`config.mk`:
```
export PLATFORM = sky130hd
export DESIGN_NAME = dual_cpu_ipc_sync_fifo_flat
export DESIGN_NICKNAME = d
export VERILOG_FILES = /design/src/hdl/dcipc_pkg.sv /design/src/hdl/dcipc_in_if.sv /design/src/hdl/dcipc_out_if.sv /design/src/hdl/dual_cpu_ipc_sync_fifo.sv /design/src/hdl/dcipc_word_ram.sv /design/src/flat_wrapper.sv
export SDC_FILE = /design/constraint.sdc
export NUM_CORES = 2
export LEC_CHECK = 0
export ABC_CLOCK_PERIOD_IN_PS = 14800
export BUFFER_PORTS_ARGS = -buffer_cell sky130_fd_sc_hd__clkbuf_2
export CORE_MARGIN = 3
export CORE_UTILIZATION = 38
export CTS_CLUSTER_DIAMETER = 200
export DETAILED_ROUTE_END_ITERATION = 8
export SLEW_MARGIN = 20
export SYNTH_ARGS = -nofsm -noshare
export SYNTH_HDL_FRONTEND = slang
export SYNTH_SLANG_ARGS = --single-unit
```
`constraint.sdc`:
```
create_clock -name clk -period 14.8 [get_ports clk]
set_input_delay 2.22 -clock clk [delete_from_list [all_inputs] [get_ports clk]]
set_output_delay 2.22 -clock clk [all_outputs]
set_load 0.02 [all_outputs]
```
`src/hdl/dcipc_pkg.sv`:
```
// Package with the types, codes and constants of the dual CPU IPC sync and FIFO block.
package dcipc_pkg;

  localparam int DEFAULT_FIFO_DEPTH = 16;
  localparam int WORD_W = 32;
  localparam int REG_W = 16;
  localparam int IRQ_W = 3;

  typedef enum logic [1:0] {
    FUNC_SYNC = 2'd0,
    FUNC_CTRL = 2'd1,
    FUNC_SEND = 2'd2,
    FUNC_RECV = 2'd3
  } func_t;

  localparam logic [REG_W-1:0] SYNC_WR_MASK = 16'h4F00;
  localparam logic [REG_W-1:0] CTRL_WR_MASK = 16'h8404;
  localparam logic [REG_W-1:0] CTRL_RESET = 16'h0101;

  localparam int SYNC_SEND_IRQ = 13;
  localparam int SYNC_IRQ_EN = 14;

  localparam int CTRL_SEND_EMPTY = 0;
  localparam int CTRL_SEND_FULL = 1;
  localparam int CTRL_SEND_IRQ_EN = 2;
  localparam int CTRL_CLEAR = 3;
  localparam int CTRL_RECV_EMPTY = 8;
  localparam int CTRL_RECV_FULL = 9;
  localparam int CTRL_RECV_IRQ_EN = 10;
  localparam int CTRL_ERROR = 14;
  localparam int CTRL_ENABLE = 15;

  localparam int IRQ_SYNC = 0;
  localparam int IRQ_SEND_EMPTY = 1;
  localparam int IRQ_RECV_NOT_EMPTY = 2;

endpackage

```
`src/hdl/dcipc_in_if.sv`:
```
// Interface of the bus access channel.
interface dcipc_in_if;
  import dcipc_pkg::*;

  logic              valid;
  logic              ready;
  logic [1:0]        func;
  logic              cpu;
  logic [WORD_W-1:0] byte_mask;
  logic [WORD_W-1:0] write_data;

  modport source (output valid, output func, output cpu, output byte_mask,
                  output write_data, input ready);
  modport sink (input valid, input func, input cpu, input byte_mask,
                input write_data, output ready);
endinterface

```
`src/hdl/dcipc_out_if.sv`:
```
// Interface of the result channel.
interface dcipc_out_if;
  import dcipc_pkg::*;

  logic              valid;
  logic              ready;
  logic [WORD_W-1:0] read_data;
  logic [REG_W-1:0]  sync_word;
  logic [REG_W-1:0]  control_word;
  logic [IRQ_W-1:0]  irq_first;
  logic [IRQ_W-1:0]  irq_second;

  modport source (output valid, output read_data, output sync_word, output control_word,
                  output irq_first, output irq_second, input ready);
  modport sink (input valid, input read_data, input sync_word, input control_word,
                input irq_first, input irq_second, output ready);
endinterface

```
`src/hdl/dual_cpu_ipc_sync_fifo.sv`:
```
// Top level of the dual CPU IPC block: sync registers and one word FIFO per direction.
//
// Each transfer on in_ch is one bus access by one CPU: a sync write, a FIFO control
// write, a FIFO send or a FIFO receive read. Every access yields exactly one transfer
// on out_ch with the accessing CPU's receive latch, sync and control registers after
// the access, and one pulse per interrupt line for each CPU.
// An access is held in an input stage, processed there and written to the output
// register, which offers the result on out_ch until it is taken. The block takes one
// access per cycle while out_ch does not stall; that rate is set by the single step
// between input stage and output register and by the one read port of the word
// memory, which is read as the access enters the stage.
// When the receiver stalls, the output register holds its result and the input stage
// keeps its access; in_ch.ready falls once both are occupied.
// Reset clears the sync registers, receive latches, FIFO pointers and fill counts and
// sets both control registers to 0x0101. The word memory is not cleared: a word is
// read only after it has been written.
module dual_cpu_ipc_sync_fifo import dcipc_pkg::*; #(
  parameter int FIFO_DEPTH = DEFAULT_FIFO_DEPTH
) (
  input logic        clk,
  input logic        rst_n,
  dcipc_in_if.sink   in_ch,
  dcipc_out_if.source out_ch
);

  localparam int HEAD_W = (FIFO_DEPTH > 1) ? $clog2(FIFO_DEPTH) : 1;
  localparam int FILL_W = $clog2(FIFO_DEPTH + 1);
  localparam int SUM_W = HEAD_W + 1;
  localparam int ADDR_W = HEAD_W + 1;

  logic              stage_valid_r;
  func_t             func_r;
  logic              cpu_r;
  logic [WORD_W-1:0] mask_r;
  logic [WORD_W-1:0] data_r;
  logic              fire;
  logic              in_accept;

  logic [REG_W-1:0]  sync_r [2];
  logic [REG_W-1:0]  sync_nxt [2];
  logic [REG_W-1:0]  ctrl_r [2];
  logic [REG_W-1:0]  ctrl_nxt [2];
  logic [WORD_W-1:0] latch_r [2];
  logic [WORD_W-1:0] latch_nxt [2];
  logic [FILL_W-1:0] fill_r [2];
  logic [FILL_W-1:0] fill_nxt [2];
  logic [HEAD_W-1:0] head_r [2];
  logic [HEAD_W-1:0] head_nxt [2];

  logic [REG_W-1:0]  sc, so, cc, co, m16, v16, mm, wv;
  logic [WORD_W-1:0] lc, lo;
  logic [FILL_W-1:0] fc, fo;
  logic [HEAD_W-1:0] hc, ho;
  logic [IRQ_W-1:0]  irq_c, irq_o;
  logic [SUM_W-1:0]  pos_sum;

  logic              wr_en;
  logic [ADDR_W-1:0] wr_addr;
  logic [WORD_W-1:0] wr_data;
  logic [ADDR_W-1:0] rd_addr;
  logic [WORD_W-1:0] front_word;

  logic              out_valid_r;
  logic [WORD_W-1:0] out_read_data_r;
  logic [REG_W-1:0]  out_sync_word_r;
  logic [REG_W-1:0]  out_control_word_r;
  logic [IRQ_W-1:0]  out_irq_first_r;
  logic [IRQ_W-1:0]  out_irq_second_r;

  assign fire = stage_valid_r && (!out_valid_r || out_ch.ready);
  assign in_ch.ready = !stage_valid_r || fire;
  assign in_accept = in_ch.valid && in_ch.ready;

  always_ff @(posedge clk) begin
    if (!rst_n) begin
      stage_valid_r <= 1'b0;
    end else if (in_ch.ready) begin
      stage_valid_r <= in_ch.valid;
    end
  end

  always_ff @(posedge clk) begin
    if (in_accept) begin
      func_r <= func_t'(in_ch.func);
      cpu_r <= in_ch.cpu;
      mask_r <= in_ch.byte_mask;
      data_r <= in_ch.write_data;
    end
  end

  always_comb begin
    sc = cpu_r ? sync_r[1] : sync_r[0];
    so = cpu_r ? sync_r[0] : sync_r[1];
    cc = cpu_r ? ctrl_r[1] : ctrl_r[0];
    co = cpu_r ? ctrl_r[0] : ctrl_r[1];
    lc = cpu_r ? latch_r[1] : latch_r[0];
    lo = cpu_r ? latch_r[0] : latch_r[1];
    fc = cpu_r ? fill_r[1] : fill_r[0];
    fo = cpu_r ? fill_r[0] : fill_r[1];
    hc = cpu_r ? head_r[1] : head_r[0];
    ho = cpu_r ? head_r[0] : head_r[1];
    irq_c = '0;
    irq_o = '0;
    m16 = mask_r[REG_W-1:0];
    v16 = data_r[REG_W-1:0];
    wv = v16 & m16;
    mm = '0;
    wr_en = 1'b0;
    wr_data = data_r & mask_r;
    pos_sum = {1'b0, hc} + SUM_W'(fc);
    if (pos_sum >= SUM_W'(FIFO_DEPTH)) begin
      pos_sum = pos_sum - SUM_W'(FIFO_DEPTH);
    end
    wr_addr = {cpu_r, pos_sum[HEAD_W-1:0]};

    case (func_r)
      FUNC_SYNC: begin
        mm = m16 & SYNC_WR_MASK;
        sc = (sc & ~mm) | (v16 & mm);
        so[3:0] = (so[3:0] & ~mm[11:8]) | (v16[11:8] & mm[11:8]);
        if (wv[SYNC_SEND_IRQ] && so[SYNC_IRQ_EN]) begin
          irq_o[IRQ_SYNC] = 1'b1;
        end
      end
      FUNC_CTRL: begin
        if (wv[CTRL_CLEAR] && (fc != '0)) begin
          fc = '0;
          hc = '0;
          lo = '0;
          cc[CTRL_SEND_EMPTY] = 1'b1;
          cc[CTRL_SEND_FULL] = 1'b0;
          co[CTRL_RECV_EMPTY] = 1'b1;
          co[CTRL_RECV_FULL] = 1'b0;
          if (cc[CTRL_SEND_IRQ_EN]) begin
            irq_c[IRQ_SEND_EMPTY] = 1'b1;
          end
        end
        if (cc[CTRL_SEND_EMPTY] && !cc[CTRL_SEND_IRQ_EN] && wv[CTRL_SEND_IRQ_EN]) begin
          irq_c[IRQ_SEND_EMPTY] = 1'b1;
        end
        if (!cc[CTRL_RECV_EMPTY] && !cc[CTRL_RECV_IRQ_EN] && wv[CTRL_RECV_IRQ_EN]) begin
          irq_c[IRQ_RECV_NOT_EMPTY] = 1'b1;
        end
        if (wv[CTRL_ERROR]) begin
          cc[CTRL_ERROR] = 1'b0;
        end
        mm = m16 & CTRL_WR_MASK;
        cc = (cc & ~mm) | (v16 & mm);
      end
      FUNC_SEND: begin
        if (cc[CTRL_ENABLE]) begin
          if (fc < FILL_W'(FIFO_DEPTH)) begin
            wr_en = 1'b1;
            fc = fc + FILL_W'(1);
            if (fc == FILL_W'(1)) begin
              cc[CTRL_SEND_EMPTY] = 1'b0;
              co[CTRL_RECV_EMPTY] = 1'b0;
              if (co[CTRL_RECV_IRQ_EN]) begin
                irq_o[IRQ_RECV_NOT_EMPTY] = 1'b1;
              end
            end else if (fc == FILL_W'(FIFO_DEPTH)) begin
              cc[CTRL_SEND_FULL] = 1'b1;
              co[CTRL_RECV_FULL] = 1'b1;
            end
          end else begin
            cc[CTRL_ERROR] = 1'b1;
          end
        end
      end
      default: begin
        if (fo == '0) begin
          cc[CTRL_ERROR] = 1'b1;
        end else begin
          lc = front_word;
          if (cc[CTRL_ENABLE]) begin
            ho = (ho == HEAD_W'(FIFO_DEPTH - 1)) ? '0 : ho + HEAD_W'(1);
            fo = fo - FILL_W'(1);
            if (fo == '0) begin
              cc[CTRL_RECV_EMPTY] = 1'b1;
              co[CTRL_SEND_EMPTY] = 1'b1;
              if (co[CTRL_SEND_IRQ_EN]) begin
                irq_o[IRQ_SEND_EMPTY] = 1'b1;
              end
            end else if (fo == FILL_W'(FIFO_DEPTH - 1)) begin
              cc[CTRL_RECV_FULL] = 1'b0;
              co[CTRL_SEND_FULL] = 1'b0;
            end
          end
        end
      end
    endcase
    wr_en = wr_en && fire;
  end

  always_comb begin
    for (int i = 0; i < 2; i++) begin
      if (fire) begin
        sync_nxt[i] = (cpu_r == 1'(i)) ? sc : so;
        ctrl_nxt[i] = (cpu_r == 1'(i)) ? cc : co;
        latch_nxt[i] = (cpu_r == 1'(i)) ? lc : lo;
        fill_nxt[i] = (cpu_r == 1'(i)) ? fc : fo;
        head_nxt[i] = (cpu_r == 1'(i)) ? hc : ho;
      end else begin
        sync_nxt[i] = sync_r[i];
        ctrl_nxt[i] = ctrl_r[i];
        latch_nxt[i] = latch_r[i];
        fill_nxt[i] = fill_r[i];
        head_nxt[i] = head_r[i];
      end
    end
  end

  always_ff @(posedge clk) begin
    if (!rst_n) begin
      for (int i = 0; i < 2; i++) begin
        sync_r[i] <= '0;
        ctrl_r[i] <= CTRL_RESET;
        latch_r[i] <= '0;
        fill_r[i] <= '0;
        head_r[i] <= '0;
      end
    end else begin
      for (int i = 0; i < 2; i++) begin
        sync_r[i] <= sync_nxt[i];
        ctrl_r[i] <= ctrl_nxt[i];
        latch_r[i] <= latch_nxt[i];
        fill_r[i] <= fill_nxt[i];
        head_r[i] <= head_nxt[i];
      end
    end
  end

  // The front word of the FIFO that the entering access reads is fetched with the
  // head pointer that the access now in the stage leaves behind.
  assign rd_addr = {~in_ch.cpu, in_ch.cpu ? head_nxt[0] : head_nxt[1]};

  dcipc_word_ram #(
    .ADDR_W(ADDR_W)
  ) u_word_ram (
    .clk     (clk),
    .wr_en   (wr_en),
    .wr_addr (wr_addr),
    .wr_data (wr_data),
    .rd_en   (in_accept),
    .rd_addr (rd_addr),
    .rd_data (front_word)
  );

  always_ff @(posedge clk) begin
    if (!rst_n) begin
      out_valid_r <= 1'b0;
    end else if (fire) begin
      out_valid_r <= 1'b1;
    end else if (out_ch.ready) begin
      out_valid_r <= 1'b0;
    end
  end

  always_ff @(posedge clk) begin
    if (fire) begin
      out_read_data_r <= lc;
      out_sync_word_r <= sc;
      out_control_word_r <= cc;
      out_irq_first_r <= cpu_r ? irq_o : irq_c;
      out_irq_second_r <= cpu_r ? irq_c : irq_o;
    end
  end

  assign out_ch.valid = out_valid_r;
  assign out_ch.read_data = out_read_data_r;
  assign out_ch.sync_word = out_sync_word_r;
  assign out_ch.control_word = out_control_word_r;
  assign out_ch.irq_first = out_irq_first_r;
  assign out_ch.irq_second = out_irq_second_r;

  a_fill_bound: assert property (@(posedge clk) disable iff (!rst_n)
    (fill_r[0] <= FILL_W'(FIFO_DEPTH)) && (fill_r[1] <= FILL_W'(FIFO_DEPTH)))
    else $error("FIFO fill count exceeds the depth");

  a_empty_flags: assert property (@(posedge clk) disable iff (!rst_n)
    (ctrl_r[0][CTRL_SEND_EMPTY] == (fill_r[0] == '0)) &&
    (ctrl_r[1][CTRL_RECV_EMPTY] == (fill_r[0] == '0)) &&
    (ctrl_r[1][CTRL_SEND_EMPTY] == (fill_r[1] == '0)) &&
    (ctrl_r[0][CTRL_RECV_EMPTY] == (fill_r[1] == '0)))
    else $error("Empty flags disagree with the fill counts");

  a_full_flags: assert property (@(posedge clk) disable iff (!rst_n)
    (ctrl_r[0][CTRL_SEND_FULL] == (fill_r[0] == FILL_W'(FIFO_DEPTH))) &&
    (ctrl_r[1][CTRL_RECV_FULL] == (fill_r[0] == FILL_W'(FIFO_DEPTH))) &&
    (ctrl_r[1][CTRL_SEND_FULL] == (fill_r[1] == FILL_W'(FIFO_DEPTH))) &&
    (ctrl_r[0][CTRL_RECV_FULL] == (fill_r[1] == FILL_W'(FIFO_DEPTH))))
    else $error("Full flags disagree with the fill counts");

  a_hold_on_stall: assert property (@(posedge clk) disable iff (!rst_n)
    !fire |=> (fill_r[0] == $past(fill_r[0])) && (fill_r[1] == $past(fill_r[1])) &&
              (head_r[0] == $past(head_r[0])) && (head_r[1] == $past(head_r[1])))
    else $error("FIFO state changed without a processed transfer");

endmodule

```
`src/hdl/dcipc_word_ram.sv`:
```
// FIFO word memory with one write port and a registered read port with write bypass.
module dcipc_word_ram import dcipc_pkg::*; #(
  parameter int ADDR_W = 5
) (
  input  logic              clk,
  input  logic              wr_en,
  input  logic [ADDR_W-1:0] wr_addr,
  input  logic [WORD_W-1:0] wr_data,
  input  logic              rd_en,
  input  logic [ADDR_W-1:0] rd_addr,
  output logic [WORD_W-1:0] rd_data
);

  logic [WORD_W-1:0] mem_r [2**ADDR_W];
  logic [WORD_W-1:0] rd_data_r;
  logic [WORD_W-1:0] byp_data_r;
  logic              byp_r;

  always_ff @(posedge clk) begin
    if (wr_en) begin
      mem_r[wr_addr] <= wr_data;
    end
  end

  // A read that meets a write to the same word in the same cycle sees the new word.
  always_ff @(posedge clk) begin
    if (rd_en) begin
      rd_data_r <= mem_r[rd_addr];
      byp_r <= wr_en && (wr_addr == rd_addr);
      byp_data_r <= wr_data;
    end
  end

  assign rd_data = byp_r ? byp_data_r : rd_data_r;

endmodule
```
`src/flat_wrapper.sv`:
```
// flat-port wrapper written by rule: the top's interface ports become plain ports
module dual_cpu_ipc_sync_fifo_flat import dcipc_pkg::*;
#(
  parameter int FIFO_DEPTH = DEFAULT_FIFO_DEPTH
)
  (clk, rst_n, in_ch_valid, in_ch_func, in_ch_cpu, in_ch_byte_mask, in_ch_write_data, in_ch_ready, out_ch_valid, out_ch_read_data, out_ch_sync_word, out_ch_control_word, out_ch_irq_first, out_ch_irq_second, out_ch_ready);
  dcipc_in_if in_ch_i ();
  dcipc_out_if out_ch_i ();
  input logic clk;
  input logic rst_n;
  input wire logic [$bits(in_ch_i.valid)-1:0] in_ch_valid;
  input wire logic [$bits(in_ch_i.func)-1:0] in_ch_func;
  input wire logic [$bits(in_ch_i.cpu)-1:0] in_ch_cpu;
  input wire logic [$bits(in_ch_i.byte_mask)-1:0] in_ch_byte_mask;
  input wire logic [$bits(in_ch_i.write_data)-1:0] in_ch_write_data;
  output wire logic [$bits(in_ch_i.ready)-1:0] in_ch_ready;
  output wire logic [$bits(out_ch_i.valid)-1:0] out_ch_valid;
  output wire logic [$bits(out_ch_i.read_data)-1:0] out_ch_read_data;
  output wire logic [$bits(out_ch_i.sync_word)-1:0] out_ch_sync_word;
  output wire logic [$bits(out_ch_i.control_word)-1:0] out_ch_control_word;
  output wire logic [$bits(out_ch_i.irq_first)-1:0] out_ch_irq_first;
  output wire logic [$bits(out_ch_i.irq_second)-1:0] out_ch_irq_second;
  input wire logic [$bits(out_ch_i.ready)-1:0] out_ch_ready;
  assign in_ch_i.valid = in_ch_valid;
  assign in_ch_i.func = in_ch_func;
  assign in_ch_i.cpu = in_ch_cpu;
  assign in_ch_i.byte_mask = in_ch_byte_mask;
  assign in_ch_i.write_data = in_ch_write_data;
  assign in_ch_ready = in_ch_i.ready;
  assign out_ch_valid = out_ch_i.valid;
  assign out_ch_read_data = out_ch_i.read_data;
  assign out_ch_sync_word = out_ch_i.sync_word;
  assign out_ch_control_word = out_ch_i.control_word;
  assign out_ch_irq_first = out_ch_i.irq_first;
  assign out_ch_irq_second = out_ch_i.irq_second;
  assign out_ch_i.ready = out_ch_ready;
  dual_cpu_ipc_sync_fifo #(.FIFO_DEPTH(FIFO_DEPTH)) u_core (.clk(clk), .rst_n(rst_n), .in_ch(in_ch_i), .out_ch(out_ch_i));
endmodule
```
# Word level (Yosys, flattened, before mapping)
# Memories as Yosys holds them, arrays and structs flattened. A register that Yosys moved wholly into a read port is not among the register bits.
# Cells that the tools add are included.
[op_classes] bitwise=25 addsub=5 order_cmp=2 reduce_logical=24 muxes=126 eq_ne=7
[ops] cell="32-bit two-way mux" count=13
[ops] cell="16-bit two-way mux" count=17
[ops] cell="4-bit two-way mux" count=18
[ops] cell="5-bit two-way mux" count=14
[ops] cell="16-bit AND" count=3
[ops] cell="1-bit two-way mux" count=43
[ops] cell="32-bit AND" count=1
[ops] cell="16-bit OR" count=2
[ops] cell="2-bit two-way mux" count=13
[ops] cell="16-bit by 15-bit AND with 16-bit output" count=1
[ops] cell="15-bit inverter with 16-bit output" count=1
[ops] cell="16-bit inverter" count=1
[ops] cell="15-bit AND" count=1
[ops] cell="2-bit one-hot mux with 2 select lines" count=3
[ops] cell="1-bit logical AND" count=10
[ops] cell="5-bit logical NOT" count=2
[ops] cell="1-bit OR" count=10
[ops] cell="5-bit one-hot mux with 2 select lines" count=1
[ops] cell="4-bit AND" count=2
[ops] cell="3-bit two-way mux" count=2
[ops] cell="6-bit two-way mux" count=1
[ops] cell="4-bit by 5-bit adder with 5-bit output" count=1
[ops] cell="5-bit by 1-bit adder with 5-bit output, second input constant" count=1
[ops] cell="5-bit by 1-bit equality test with 1-bit output, second input constant" count=1
[ops] cell="other kinds (22)" count=27
[totals] regBits=172 memories=6 wordCells=210 mem_bits_rw=1170
[memory_table] name="u_core.u_word_ram.mem_r" words=32 word_bits=32 read_ports=1 rd_ports_with_merged_regs=1 write_ports=1 line="dcipc_word_ram.sv:14" text="logic [WORD_W-1:0] mem_r [2**ADDR_W];"
[memory_table] name="u_core.latch_r" words=2 word_bits=32 read_ports=2 rd_ports_with_merged_regs=0 write_ports=2 line="dual_cpu_ipc_sync_fifo.sv:43" text="logic [WORD_W-1:0] latch_r [2];"
[memory_table] name="u_core.ctrl_r" words=2 word_bits=16 read_ports=2 rd_ports_with_merged_regs=0 write_ports=2 line="dual_cpu_ipc_sync_fifo.sv:41" text="logic [REG_W-1:0] ctrl_r [2];"
[memory_table] name="u_core.sync_r" words=2 word_bits=16 read_ports=2 rd_ports_with_merged_regs=0 write_ports=2 line="dual_cpu_ipc_sync_fifo.sv:39" text="logic [REG_W-1:0] sync_r [2];"
[memory_table] name="u_core.fill_r" words=2 word_bits=5 read_ports=2 rd_ports_with_merged_regs=0 write_ports=2 line="dual_cpu_ipc_sync_fifo.sv:45" text="logic [FILL_W-1:0] fill_r [2];"
[memory_table] name="u_core.head_r" words=2 word_bits=4 read_ports=2 rd_ports_with_merged_regs=0 write_ports=2 line="dual_cpu_ipc_sync_fifo.sv:47" text="logic [HEAD_W-1:0] head_r [2];"

# Depth between registers and ports, before layout
# An unclocked memory read counts as a cell.
[depth] word_depth=12 mapped_depth=21

# By module
# Synthesis repeated with hierarchy kept, for this count alone.
[unflattened] hier_cells=3431 area_unflattened_um2=54443.5
[by_module_without_submodules] mod="dcipc_word_ram" instances=1 seq_area_each_um2=32701.4 cells_each=2339 area_per_inst_um2=42250.5
[by_module_without_submodules] mod="dual_cpu_ipc_sync_fifo" instances=1 seq_area_each_um2=7076.8 cells_each=1092 area_per_inst_um2=12192.9

# Worst setup path before layout
# No wires, ideal clock.
[synth_timing] path_type="input to register" startpoint="in out_ch_ready" endpoint="reg u_core.cpu_r (enable)" path_slack_ps=8723 setup_time_ps=507 t_arrival_ps=5570 cell_stages=3 cell_sequence="nor2b_1 nand2_1 and2_1"
[synth_via] elab_chain_len=4
[synth_lines] item="start: declaration" line="flat_wrapper.sv:23" text="input wire logic [$bits(out_ch_i.ready)-1:0] out_ch_ready;"
[synth_lines] item="1-bit logical OR" line="dual_cpu_ipc_sync_fifo.sv:70" text="assign fire = stage_valid_r && (!out_valid_r || out_ch.ready);"
[synth_lines] item="1-bit logical AND" line="dual_cpu_ipc_sync_fifo.sv:70"
[synth_lines] item="1-bit logical OR" line="dual_cpu_ipc_sync_fifo.sv:71" text="assign in_ch.ready = !stage_valid_r || fire;"
[synth_lines] item="named net in_ch_ready" line="flat_wrapper.sv:16" text="output wire logic [$bits(in_ch_i.ready)-1:0] in_ch_ready;"
[synth_lines] item="1-bit logical AND" line="dual_cpu_ipc_sync_fifo.sv:72" text="assign in_accept = in_ch.valid && in_ch.ready;"
[synth_lines] item="named net u_core.in_accept" line="dual_cpu_ipc_sync_fifo.sv:37" text="logic in_accept;"
[synth_lines] item="end signal: assignment" line="dual_cpu_ipc_sync_fifo.sv:85" text="cpu_r <= in_ch.cpu;"
[synth_lines] item="end: declaration" line="dual_cpu_ipc_sync_fifo.sv:33" text="logic cpu_r;"
# The timed path passes the listed nets, and every way through them passes these cells.
# A chain may end at the register's enable or synchronous reset.

# Worst setup path in the final report
[layout_timing] startpoint="reg u_core.cpu_r" endpoint="reg u_core.u_word_ram.rd_data_r[19] (read register of u_core.u_word_ram.mem_r) (data pin)"
[layout_via] elab_chain_len=9 elab_cells_between_ends=21
[layout_lines] item="4-bit two-way mux" line="dual_cpu_ipc_sync_fifo.sv:101" text="ho = cpu_r ? head_r[0] : head_r[1];"
[layout_lines] item="4-bit by 1-bit adder with 4-bit output / 4-bit equality test (equally long branches)" line="dual_cpu_ipc_sync_fifo.sv:176" text="ho = (ho == HEAD_W'(FIFO_DEPTH - 1)) ? '0 : ho + HEAD_W'(1);"
[layout_lines] item="4-bit two-way mux" line="dual_cpu_ipc_sync_fifo.sv:176"
[layout_lines] item="4-bit two-way mux" line="dual_cpu_ipc_sync_fifo.sv:175" text="if (cc[CTRL_ENABLE]) begin"
[layout_lines] item="4-bit two-way mux" line="dual_cpu_ipc_sync_fifo.sv:171" text="if (fo == '0) begin"
[layout_lines] item="4-bit two-way mux" line="dual_cpu_ipc_sync_fifo.sv:116" text="case (func_r)"
[layout_lines] item="4-bit two-way mux" line="dual_cpu_ipc_sync_fifo.sv:202" text="head_nxt[i] = (cpu_r == 1'(i)) ? hc : ho;"
[layout_lines] item="4-bit two-way mux" line="dual_cpu_ipc_sync_fifo.sv:197" text="if (fire) begin"
[layout_lines] item="4-bit two-way mux (*)" line="dual_cpu_ipc_sync_fifo.sv:235" text="assign rd_addr = {~in_ch.cpu, in_ch.cpu ? head_nxt[0] : head_nxt[1]};"
[layout_lines] item="end: declaration" line="dcipc_word_ram.sv:15" text="logic [WORD_W-1:0] rd_data_r;"
# Mark *: on every way between the ends. The rest lies on a longest branch, timed or not.

==> metrics <==
Post-synth ARST share 0%; Yosys Warn Count 0; met3 WL 15.5 mm; Initial Util 38.5%; CP Cell Sequence mux2i_1, ha_1, or4b_1, o2111ai_4, buf_4, nand2_2, o2111a_1, buf_4, nor2_8, buf_4, buf_12, buf_4, mux2i_1, a32oi_1, nand4_1, nor3_1; Most Frequent Cell on Critical Path buf_4; Routed Antenna Nets 0; dpl cell area 57100 um2; post-CTS setup buffer count 0; post-synth cell types 81; Final Cell Area 61800 um2; CTS tree done; Setup-failing EPs final 0; DRC 0; Hold Crit Class register to register; synthesized flop and latch total 1374; Post-CTS Resized 0; final setup TNS 0 ns; highest metal used met5; most frequent cells in the layout edfxtp_1 (1226), nand2_1 (560), mux2i_1 (222); fin crit period 7.23 ns; first-pass GRT wire length 222 mm; number of buffers created by CTS 147; Power Density 134 nW/um2; CTS clock-pin slew for the worst setup and hold paths 0.06 ns; GRT Total Usage 20.7%; IO buf count 142; largest net degree at the start of global routing 151; die area 147000 um2; Area Growth Syn to Fin 14.5%; hold buffers post-CTS 0; RSZ-0062 raised after global routing no; initial antenna violation count 7; Clock Latency Late Sink 0.77 ns; DR pass1 iterations 6; Lkg Pwr 20.8 nW; post-DP HPWL 82.0 mm; clock root buffer clkbuf_16; Placer Congestion 0.838; Worst path max stage delay 0.89 ns; syn avg cell area 14.3 um2; Main synth FF type edfxtp_1; outcome complete, no violations; syn_nets 3848; Util after Layout 44.1%; slowest cell on the critical path buf_4; Max Freq 138 MHz; Mapped Cells 3761; largest fanout on the critical path 150; DR WL/cell 26.2 um; Worst Path Class, Setup register to register; chip height 383 um; # IOs 143; final hold violations 0; Die Width 383 um; Slew @ Worst Pin 1.27 ns; Clock Tree Buf Depth 3; layout net count 4009; vias in the first global route 31393; final clock skew 0.0255 ns; slew margin rel. 15.2%; Power Total 0.00825 W; Worst EP arrival 7.83 ns; Routed WL 155 mm; synthesized area 54000 um2; sequential area share after synthesis 73.7%; critical path launch point type register; max-slew violations 0; grt total ovfl 0; Req. time, crit path 15.39 ns; crit end category register; EDFF count, synth 1226; met1 wire length 65.0 mm; CTS Sinks 1374; Max-cap violations 0; CORE AREA 140000 um2; Worst IR Drop VDD 0.0909 mV; H-tree levels 4; 1st-iter DRT viols 4196; row count 137; Hold Worst Slack 0.450 ns; share of the cycle needed by the critical path after routing 48.9%; share of layout cells above drive strength 1 14.1%; Met2 Wirelength 70.2 mm; DR vias/cell 5.65; via count 33456; leading cell type in the layout, fill and taps excluded edfxtp_1
## where the power goes
group,switching (W),total (W),internal (W)
registers,0.0000189,0.00429,0.00427
clock network,0.00153,0.00359,0.00206
logic,0.000273,0.000373,0.0000996
total,0.00182,0.00825,0.00643
## cells in the mapped netlist (all sizes together) (35+ instances only)
cell type | instances | area [um2]
dfxtp | 148 | 2960
and2 | 65 | 407
clkbuf | 134 | 504
nand3 | 156 | 781
nand4 | 64 | 400
nor2 | 201 | 773
a31oi | 41 | 257
buf | 97 | 598
a21oi | 92 | 460
nand2 | 563 | 2120
edfxtp | 1226 | 36800
a22oi | 71 | 533
nor2b | 35 | 219
mux2i | 222 | 2220
a211oi | 54 | 405
a32oi | 99 | 867
o21ai | 99 | 495
mux2 | 41 | 465
and3 | 53 | 332
## cells by family (layout without fill, tap and decap cells)
logic type / Yosys count / in the layout / synth area share, %
other cells: 0 / 1 / 0
flops: 1374 / 1374 / 73.7
fa+ha+maj: 16 / 16 / 0.385
mux: 263 / 263 / 4.98
compound gates: 596 / 596 / 7.87
buf+inv: 263 / 542 / 2.27
xor+xnor: 15 / 15 / 0.243
simple gates: 1234 / 1234 / 10.5
## worst paths after layout
path / from / endpoint / slack (ns) / cells past startpoint
max: u_core.cpu_r$_DFFE_PP_ / u_core.u_word_ram.rd_data_r[19]$_DFFE_PP_ / 7.57 / 16
min: u_core.ctrl_r[0][29]$_SDFFE_PN0P_ / u_core.ctrl_r[0][29]$_SDFFE_PN0P_ / 0.45 / 1
max reg2reg: u_core.cpu_r$_DFFE_PP_ / u_core.u_word_ram.rd_data_r[19]$_DFFE_PP_ / 7.57 / 16
min reg2reg: u_core.ctrl_r[0][29]$_SDFFE_PN0P_ / u_core.ctrl_r[0][29]$_SDFFE_PN0P_ / 0.45 / 1
## per-stage QoR
step	cells	setup WS, ns
2_1_floorplan	3761	8.72
3_3_place_gp	5648	7.15
3_5_place_dp	5649	6.98
4_1_cts	5916	7.55
5_1_grt	5916	7.14
6_report	5917	7.57
## area by class of cell
| class | instances | area [um2] |
|---|---|---|
| Tap cell | 1876 | 2350 |
| Sequential cell | 1374 | 39800 |
| Inverter | 32 | 124 |
| Clock buffer | 191 | 3880 |
| Antenna cell | 1 | 2.50 |
| Clock inverter | 76 | 808 |
| Timing Repair Buffer | 243 | 1500 |
| Fill cell | 12424 | 78400 |
| Multi-Input combinational cell | 2124 | 13400 |
## critical path: cells and delay by family (launching register included)
kind,cells,cell delay (ns)
multiplexers,2,0.64
flip-flops,1,0.79
AO/OA/AOI/OAI,3,0.60
buffers and inverters,5,2.65
adder cells (fa/ha/maj),1,0.37
AND/OR/NAND/NOR,5,1.63
## registers in the layout (all words and copies together), names as in the netlist
register	cells
u_core.head_r	8
u_core.stage_valid_r	1
u_core.ctrl_r	32
u_core.fill_r	10
u_core.out_ch.valid	1
u_core.mask_r	32
u_core.data_r	32
u_core.latch_r	64
u_core.u_word_ram.byp_r	1
u_core.u_word_ram.byp_data_r	32
u_core.out_ch.irq_second	3
u_core.cpu_r	1
u_core.func_r	2
u_core.out_ch.control_word	16
u_core.out_ch.sync_word	16
u_core.out_ch.irq_first	3
u_core.sync_r	32
u_core.u_word_ram.mem_r	1024
u_core.out_ch.read_data	32
u_core.u_word_ram.rd_data_r	32
## metal layers
metal | track usage [%] | vias up
li1 | - | 14714
met1 | 29.3 | 16809
met2 | 31.8 | 1681
met3 | 4.66 | 250
met4 | 6.23 | 2
met5 | 0 | -
(Power assumes the default switching activity.)
